$ cat src/sv/trd_div.sv
module trd_div (
  input  logic               clk,
  input  logic               rst_n,
  input  logic               start,
  input  logic signed [51:0] num,
  input  logic [29:0]        den,
  output logic               done,
  output logic signed [51:0] quo
);
  // restoring division on magnitude, floor fixup for negative numerator
  logic [51:0] q_r, q_nxt;
  logic [30:0] rem_r, rem_nxt;
  logic [5:0]  cnt_r, cnt_nxt;
  logic        busy_r, busy_nxt;
  logic        neg_r, neg_nxt;
  logic        done_r, done_nxt;
  logic [29:0] den_r;
  logic [30:0] trial;
  logic        nz;

  always_comb begin
    busy_nxt = busy_r;
    cnt_nxt  = cnt_r;
    q_nxt    = q_r;
    rem_nxt  = rem_r;
    neg_nxt  = neg_r;
    done_nxt = 1'b0;
    trial    = {rem_r[29:0], q_r[51]};
    nz       = 1'b0;
    if (start) begin
      busy_nxt = 1'b1;
      cnt_nxt  = 6'd52;
      neg_nxt  = num[51];
      q_nxt    = num[51] ? 52'(-num) : 52'(num);
      rem_nxt  = '0;
    end else if (busy_r) begin
      if (trial >= {1'b0, den_r}) begin
        rem_nxt = trial - {1'b0, den_r};
        q_nxt   = {q_r[50:0], 1'b1};
      end else begin
        rem_nxt = trial;
        q_nxt   = {q_r[50:0], 1'b0};
      end
      cnt_nxt = cnt_r - 6'd1;
      if (cnt_r == 6'd1) begin
        busy_nxt = 1'b0;
        done_nxt = 1'b1;
      end
    end
    nz = rem_r != '0;
  end

  always_ff @(posedge clk) begin
    if (!rst_n) begin
      busy_r <= 1'b0;
      done_r <= 1'b0;
      cnt_r  <= '0;
    end else begin
      busy_r <= busy_nxt;
      done_r <= done_nxt;
      cnt_r  <= cnt_nxt;
    end
    q_r   <= q_nxt;
    rem_r <= rem_nxt;
    neg_r <= neg_nxt;
    if (start) den_r <= den;
  end

  assign done = done_r;
  assign quo  = neg_r ? (nz ? -$signed(q_r) - 52'sd1 : -$signed(q_r)) : $signed(q_r);
endmodule

$ cat config.mk
export PLATFORM = sky130hd
export DESIGN_NAME = trd_div
export DESIGN_NICKNAME = d
export VERILOG_FILES = /design/src/sv/trd_div.sv
export SDC_FILE = /design/constraint.sdc
export NUM_CORES = 1
export LEC_CHECK = 0
export BUFFER_PORTS_ARGS = -buffer_cell sky130_fd_sc_hd__buf_4
export CAP_MARGIN = 20
export CORE_MARGIN = 2
export CORE_UTILIZATION = 32
export CTS_CLUSTER_SIZE = 16
export DETAILED_ROUTE_END_ITERATION = 7
export PLACE_DENSITY = 0.45
export SLEW_MARGIN = 30
export SYNTH_ARGS = -nofsm -noshare
export SYNTH_HDL_FRONTEND = slang
export SYNTH_SLANG_ARGS = --single-unit
$ cat constraint.sdc
create_clock -name clk -period 6.22 [get_ports clk]
set_input_delay 0.933 -clock clk [delete_from_list [all_inputs] [get_ports clk]]
set_output_delay 0.933 -clock clk [all_outputs]
set_load 0.05 [all_outputs]
==> metrics.txt, run 1 <==
internal power=1.97 mW; type of the most critical hold path=register to register; Starting Density=32.7%; Peak VDD IR=about 0.00016 V; actual slew at the worst max-slew pin=0.857 ns; DR pass1 iterations=5; Setup TNS Final=0 ns; die height=roughly 190 µm; sequential share of power=34.9%; total vias in the final route=9782; placed instance area=12100 µm²; slew margin rel.=42.9%; vias in the first global route=between 9000 and 10000; Switch Pwr=1.11 mW; Unique masters post-synth=90; Final Hold Vio Count=0; syn nets=1437; vias per cell=5.27; Fillers=~3400; dominant synthesized flop cell=edfxtp_1; Synth async-reset ratio=0%; status=finished clean; Power Dens Cells=approximately 240 nW/µm²; Resize count post-CTS=0; I/O pin total=138; final setup vio count=0; critical path peak fanout=11; clock latency on the worst-skew pair=~0.42 ns; Comb power frac=31.2%; wire per inst=approximately 17 µm; min Tclk post-route=just under 6 ns; GRT Overall Usage=between 10% and 20%; Pwr Total=3.07 mW; Clock Path Buffers=2; r2r setup slk=between 2 and 2.5 ns; clk_skew=between 0.008 and 0.009 ns; Post-synth EDFFs=83; Remaining DRCs=0; Routed Antenna Nets=0; Max Fclk=approximately 170 MHz; Sink Count=122; routed wire length=about 32000 µm; gpl congestion=0.896; unrepaired setup endpoints after global routing=no; mapped cell area=10700 µm²; Post-Syn Instances=1316; layout cells sized above 1=15.9%; post-DP HPWL=between 20000 and 25000 µm; CP arrival=4.92 ns; Final Cell Area=12700 µm²; Worst-path clk slew=0.06 ns; global-route wire length before repair=about 52000 µm; CORE AREA=32700 µm²; area of the die=34900 µm²; syn avg cell area=slightly above 8 µm²; Nets=1522; initial antenna violation count=1; final slew viol count=0; die width=187 µm; initial drt markers=836; multi-input combinational cell area=6890 µm²; CTS root buf=clkbuf_16; total number of yosys warnings=0; register area=3270 µm²; sequential share of the synthesized area=between 30% and 40%; Synth Register Bits=122; Layout area overhead=18.8%; IO buf count=137; Post-CTS Setup Bufs=0; maxcap violations=0; Clock power frac=33.8%; Setup CP Type=register to output port; CTS tree=built; H-tree lvl count=4; CP Capture Type=output port; Post-CTS Hold Buffers=0; grt total ovfl=0; Inserted Clock Buffers=17; Worst setup SP type=register; Final Cycle Share=94.1%; Sw Ratio=36.0%; FP Rows=66; largest net degree at the start of global routing=65; Leakage=4.84 nW; worst path required time=~5.3 ns
## per-stage QoR
| step | hold WS, ns | setup WS [ns] | instances | utilization (%) |
|---|---|---|---|---|
| 2_1_floorplan | 0.427 | 0.887 | 1316 | - |
| 3_3_place_gp | 0.480 | 0.936 | 1823 | 36.9 |
| 3_5_place_dp | 0.490 | 0.840 | 1824 | 36.9 |
| 4_1_cts | 0.494 | 0.367 | 1856 | 38.8 |
| 5_1_grt | 0.515 | 0.0286 | 1857 | 38.8 |
| 6_report | 0.492 | 0.369 | 1857 | 38.8 |
## synth_stat cells, types with 26 or more instances
cell type	instances	area [µm²]
nand2_1	86	323
dfxtp_1	39	781
clkbuf_1	76	285
inv_1	52	195
a21oi_1	101	505
nand3_1	46	230
ha_1	35	438
nor3_1	36	180
nor4_1	30	188
xnor2_1	80	701
o21ai_0	49	245
edfxtp_1	83	2490
xor2_1	71	622
nor2_1	166	623
or3_1	26	163
## final timing paths
| kind | start | to | cells after the start |
|---|---|---|---|
| max | q_r[21] | quo[51] | 11 |
| min | cnt_r[1] | cnt_r[1] | 2 |
| max reg2reg | den_r[3] | rem_r[30] | 12 |
| min reg2reg | cnt_r[1] | cnt_r[1] | 2 |
## final cells by class
cell class | instances | area share (%)
antenna | 1 | 0.0197
clock buffer | 21 | 3.70
clock inverter | 11 | 1.13
inverter | 53 | 1.57
multi-input combinational | 1054 | 54.2
sequential | 122 | 25.8
tap | 442 | 4.36
timing repair buffer | 153 | 9.20
## logic make-up after synthesis
logic type / count (synthesis) / share of synthesized area [%]
XOR/XNOR: 151 / 12.4
buffers and inverters: 140 / 5.07
multiplexers: 15 / 1.42
flip-flops: 122 / 30.6
AO/OA/AOI/OAI: 331 / 20.6
AND/OR/NAND/NOR: 521 / 25.6
adder cells (fa/ha/maj): 36 / 4.28
## worst max-delay path, cell delays in order, from the launching register on
cell and delay [ns]:
edfxtp_1 0.52, nor4_1 0.68, nand4_1 0.63, or3_1 0.62, or4b_1 0.49, nand2_1 0.14
nor3b_4 0.35, and3_1 0.32, nand3_1 0.09, a21oi_1 0.26, xnor2_1 0.16, buf_4 0.22
## per-layer routing
metal | wire, µm | vias to the layer above | GRT usage [%]
met5 | 0 | - | 0
met4 | 580 | 0 | 4.85
met3 | 1340 | 33 | 2.92
met2 | 14900 | 235 | 30.1
met1 | 15300 | 4520 | 25.3
li1 | - | 4994 | -
## registers in the layout, summed over array words and instances, names as in the netlist
name	flops
den_r	30
rem_r	31
neg_r	1
busy_r	1
q_r	52
done	1
cnt_r	6
## cells in the final DEF, fill, tap and decap left out, drive strengths merged, types with 35 or more instances in the layout
cell type,count
buf,153
nor3,37
xnor2,80
o21ai,59
nand2,86
dfxtp,39
nand3,47
a21oi,101
inv,52
ha,35
xor2,71
nor4,36
edfxtp,83
nor2,166
## power by group through the flow
stage | registers, mW | clock network, mW | logic, mW
6_report | 1.07 | 1.04 | 0.960
3_3_place_gp | 1.09 | 0 | 0.964
3_5_place_dp | 1.09 | 0 | 0.965
2_1_floorplan | 1.01 | 0 | 0.741
5_1_grt | 1.09 | 1.10 | 1.05
4_1_cts | 1.07 | 1.07 | 0.969
No activity file was read; power rests on OpenSTA's default activity.
==> run 2, diff against run 1 <==
CORE_ASPECT_RATIO = 1.4   (was unset)
PLACE_DENSITY = 0.46   (was 0.45)
==> run 2 against run 1 <==
Register-to-register slack gained 0.04 ns. Sequential share of layout area grew 0.11 points. Routed wire length grew 3.5%. Sequential power is essentially flat. Non-clock buffer count shrank 2. First-iteration DRC count shrank 50%. Design area shrank 0.42%. Largest power group unchanged. Clock power shrank 5%.
==> metrics.txt, run 2 (synthesis results as in run 1) <==
slowest stage delay, CP=0.70 ns (+0.02 ns); H-tree lvl count=4 (unchanged); Final Hold Vio Count=0 (unchanged); register area=3270 µm² (unchanged); Clock power frac=32.6% (-1.2 points); Max Fclk=172 MHz (+0.90%); GR Util met1=22.3% (-3.0 points); Post-CTS Hold Buffers=0 (unchanged); Switch Pwr=1.09 mW (-1.4%); GRT met3 Usage=2.60% (-0.31 points); Fillers=3428 (+0.32%); Nets=1520 (-0.13%); number of flip-flops in the largest register=52 (unchanged); Starting Density=32.3% (-0.41 points); CORE AREA=33100 µm² (+1.3%); clock latency on the worst-skew pair=0.43 ns (about the same); Final Cell Area=12600 µm² (-0.42%); area of the die=34900 µm² (about the same); hold path cells=2 (unchanged); Leakage=4.83 nW (-0.25%); Comb power frac=31.7% (+0.5 points); largest net degree at the start of global routing=76 (+17%); grt total ovfl=0 (unchanged); min Tclk post-route=5.80 ns (-0.0524 ns); Final Cycle Share=93.2% (-0.84 points); crit path buf inv count=1 (unchanged); final slew viol count=0 (unchanged); critical-path cell list=nor4_2 -> nand4_1 -> or3_1 -> or4b_1 -> nand2_1 -> nor3b_4 -> and3_1 -> nand3_1 -> a21oi_1 -> xnor2_1 -> buf_4; clk_skew=0.0117 ns (+0.00333 ns); IO buf count=137 (unchanged); Worst Setup SP=q_r[5]; multi-input combinational cell area=6900 µm² (+0.13%); maxcap violations=0 (unchanged); WP depth=11 (unchanged); number of cells on the worst reg-to-reg path=13 (+1); CTS tree=built; I/O pin total=138 (unchanged); wire per inst=17.9 µm (+3.5%); DR pass1 iterations=4 (-1); initial drt markers=421 (-50%); CP arrival=4.87 ns (-0.05 ns); gpl congestion=0.873 (-2.6%); Sink Count=122 (unchanged); Layout area overhead=18.3%; Clock Path Buffers=2 (unchanged); CP Capture Type=output port; FP Rows=79 (+20%); vias in the first global route=9580 (+0.68%); vias per cell=5.34 (+1.3%); total vias in the final route=9914 (+1.3%); sequential share of power=35.7% (+0.8 points); Worst setup SP type=register; worst path required time=5.29 ns (about the same); n_diodes=0 (-1); Final Util=38.2% (-0.65 points); unrepaired setup endpoints after global routing=no; Remaining DRCs=0 (unchanged); GRT Overall Usage=19.2% (+0.76 points); Critical Path Slowest Stage Cell=nor4_2; post-DP HPWL=25600 µm (+4.1%); global-route wire length before repair=52000 µm (-0.38%); hold_ws=0.492 ns (-0.0000390 ns); Setup CP Type=register to output port; Peak VDD IR=0.000142 V (-8.5%); biggest regs=q_r x52, rem_r x31, den_r x30; hold path start=rem_r[30]; final setup vio count=0 (unchanged); GR peak layer=met2; critical path peak fanout=11 (unchanged); commonest non-fill, non-tap cells in the layout=166 x nor2_1, 151 x buf_4, 101 x a21oi_1; status=finished clean; Power Dens Cells=239 nW/µm² (-1.1%); Routed Antenna Nets=0 (unchanged); met2 Track Usage GR=34.6% (+4.5 points); RR Startpoint=den_r[3]; die height=220 µm (+18%); placed instance area=12100 µm² (-0.26%); commonest non-fill, non-tap cell in the layout=nor2_1; Setup TNS Final=0 ns (unchanged); routed wire length=33300 µm (+3.5%); internal power=1.93 mW (-1.6%); Inserted Clock Buffers=17 (unchanged); initial antenna violation count=0 (-1); die width=158 µm (-15%); layout cells sized above 1=15.7% (-0.19 points); Post-CTS Setup Bufs=0 (unchanged); CTS root buf=clkbuf_16; type of the most critical hold path=register to register; Most flops, register=q_r; slew margin rel.=42.4% (-0.46 points); delay-heaviest family, CP=simple AND/OR/NAND/NOR gates; Sw Ratio=36.1% (+0.045 points); Worst-path clk slew=0.06 ns (about the same); Resize count post-CTS=0 (unchanged); actual slew at the worst max-slew pin=0.861 ns (+0.00377 ns)
-- run 2: layer usage --
metal,vias to the layer above,part of all wire [%]
met3,69,3.2
met1,4626,41
met5,-,0
met4,0,4.0
li1,4994,-
met2,225,51
-- run 2: metrics by stage --
step           total power, mW  cells  worst slack [ns]
5_1_grt                   3.18   1857           0.00713
4_1_cts                   3.07   1857             0.227
3_5_place_dp              2.06   1825             0.711
2_1_floorplan             1.75   1316             0.887
6_report                  3.03   1857             0.421
3_3_place_gp              2.06   1825             0.795
-- run 2: area by class of cell --
class	count	share of cell area (%)
inverters	53	1.57
repair buffers	151	8.97
well taps	445	4.40
clock buffers	25	3.92
clock inverters	7	0.712
multi-input cells	1054	54.5
flip-flops and latches	122	25.9
-- run 2: tightest hold or removal path, stage by stage (launching register included) --
cell,delay (ns)
dfxtp_1,0.33
nand2_1,0.06
o21ai_0,0.06
-- run 2: final timing paths --
check                           slack, ns         to
worst min-delay path                 0.49  rem_r[30]
worst max-delay path                 0.42    quo[51]
worst max register to register       2.39  rem_r[30]
worst min register to register       0.49  rem_r[30]
-- run 2: power by group through the flow --
stage          combinational [mW]  clock, mW  sequential, mW
3_3_place_gp                0.960          0            1.10
3_5_place_dp                0.964          0            1.09
6_report                    0.959      0.986            1.08
5_1_grt                      1.04       1.05            1.09
4_1_cts                     0.968       1.02            1.08
2_1_floorplan               0.741          0            1.01
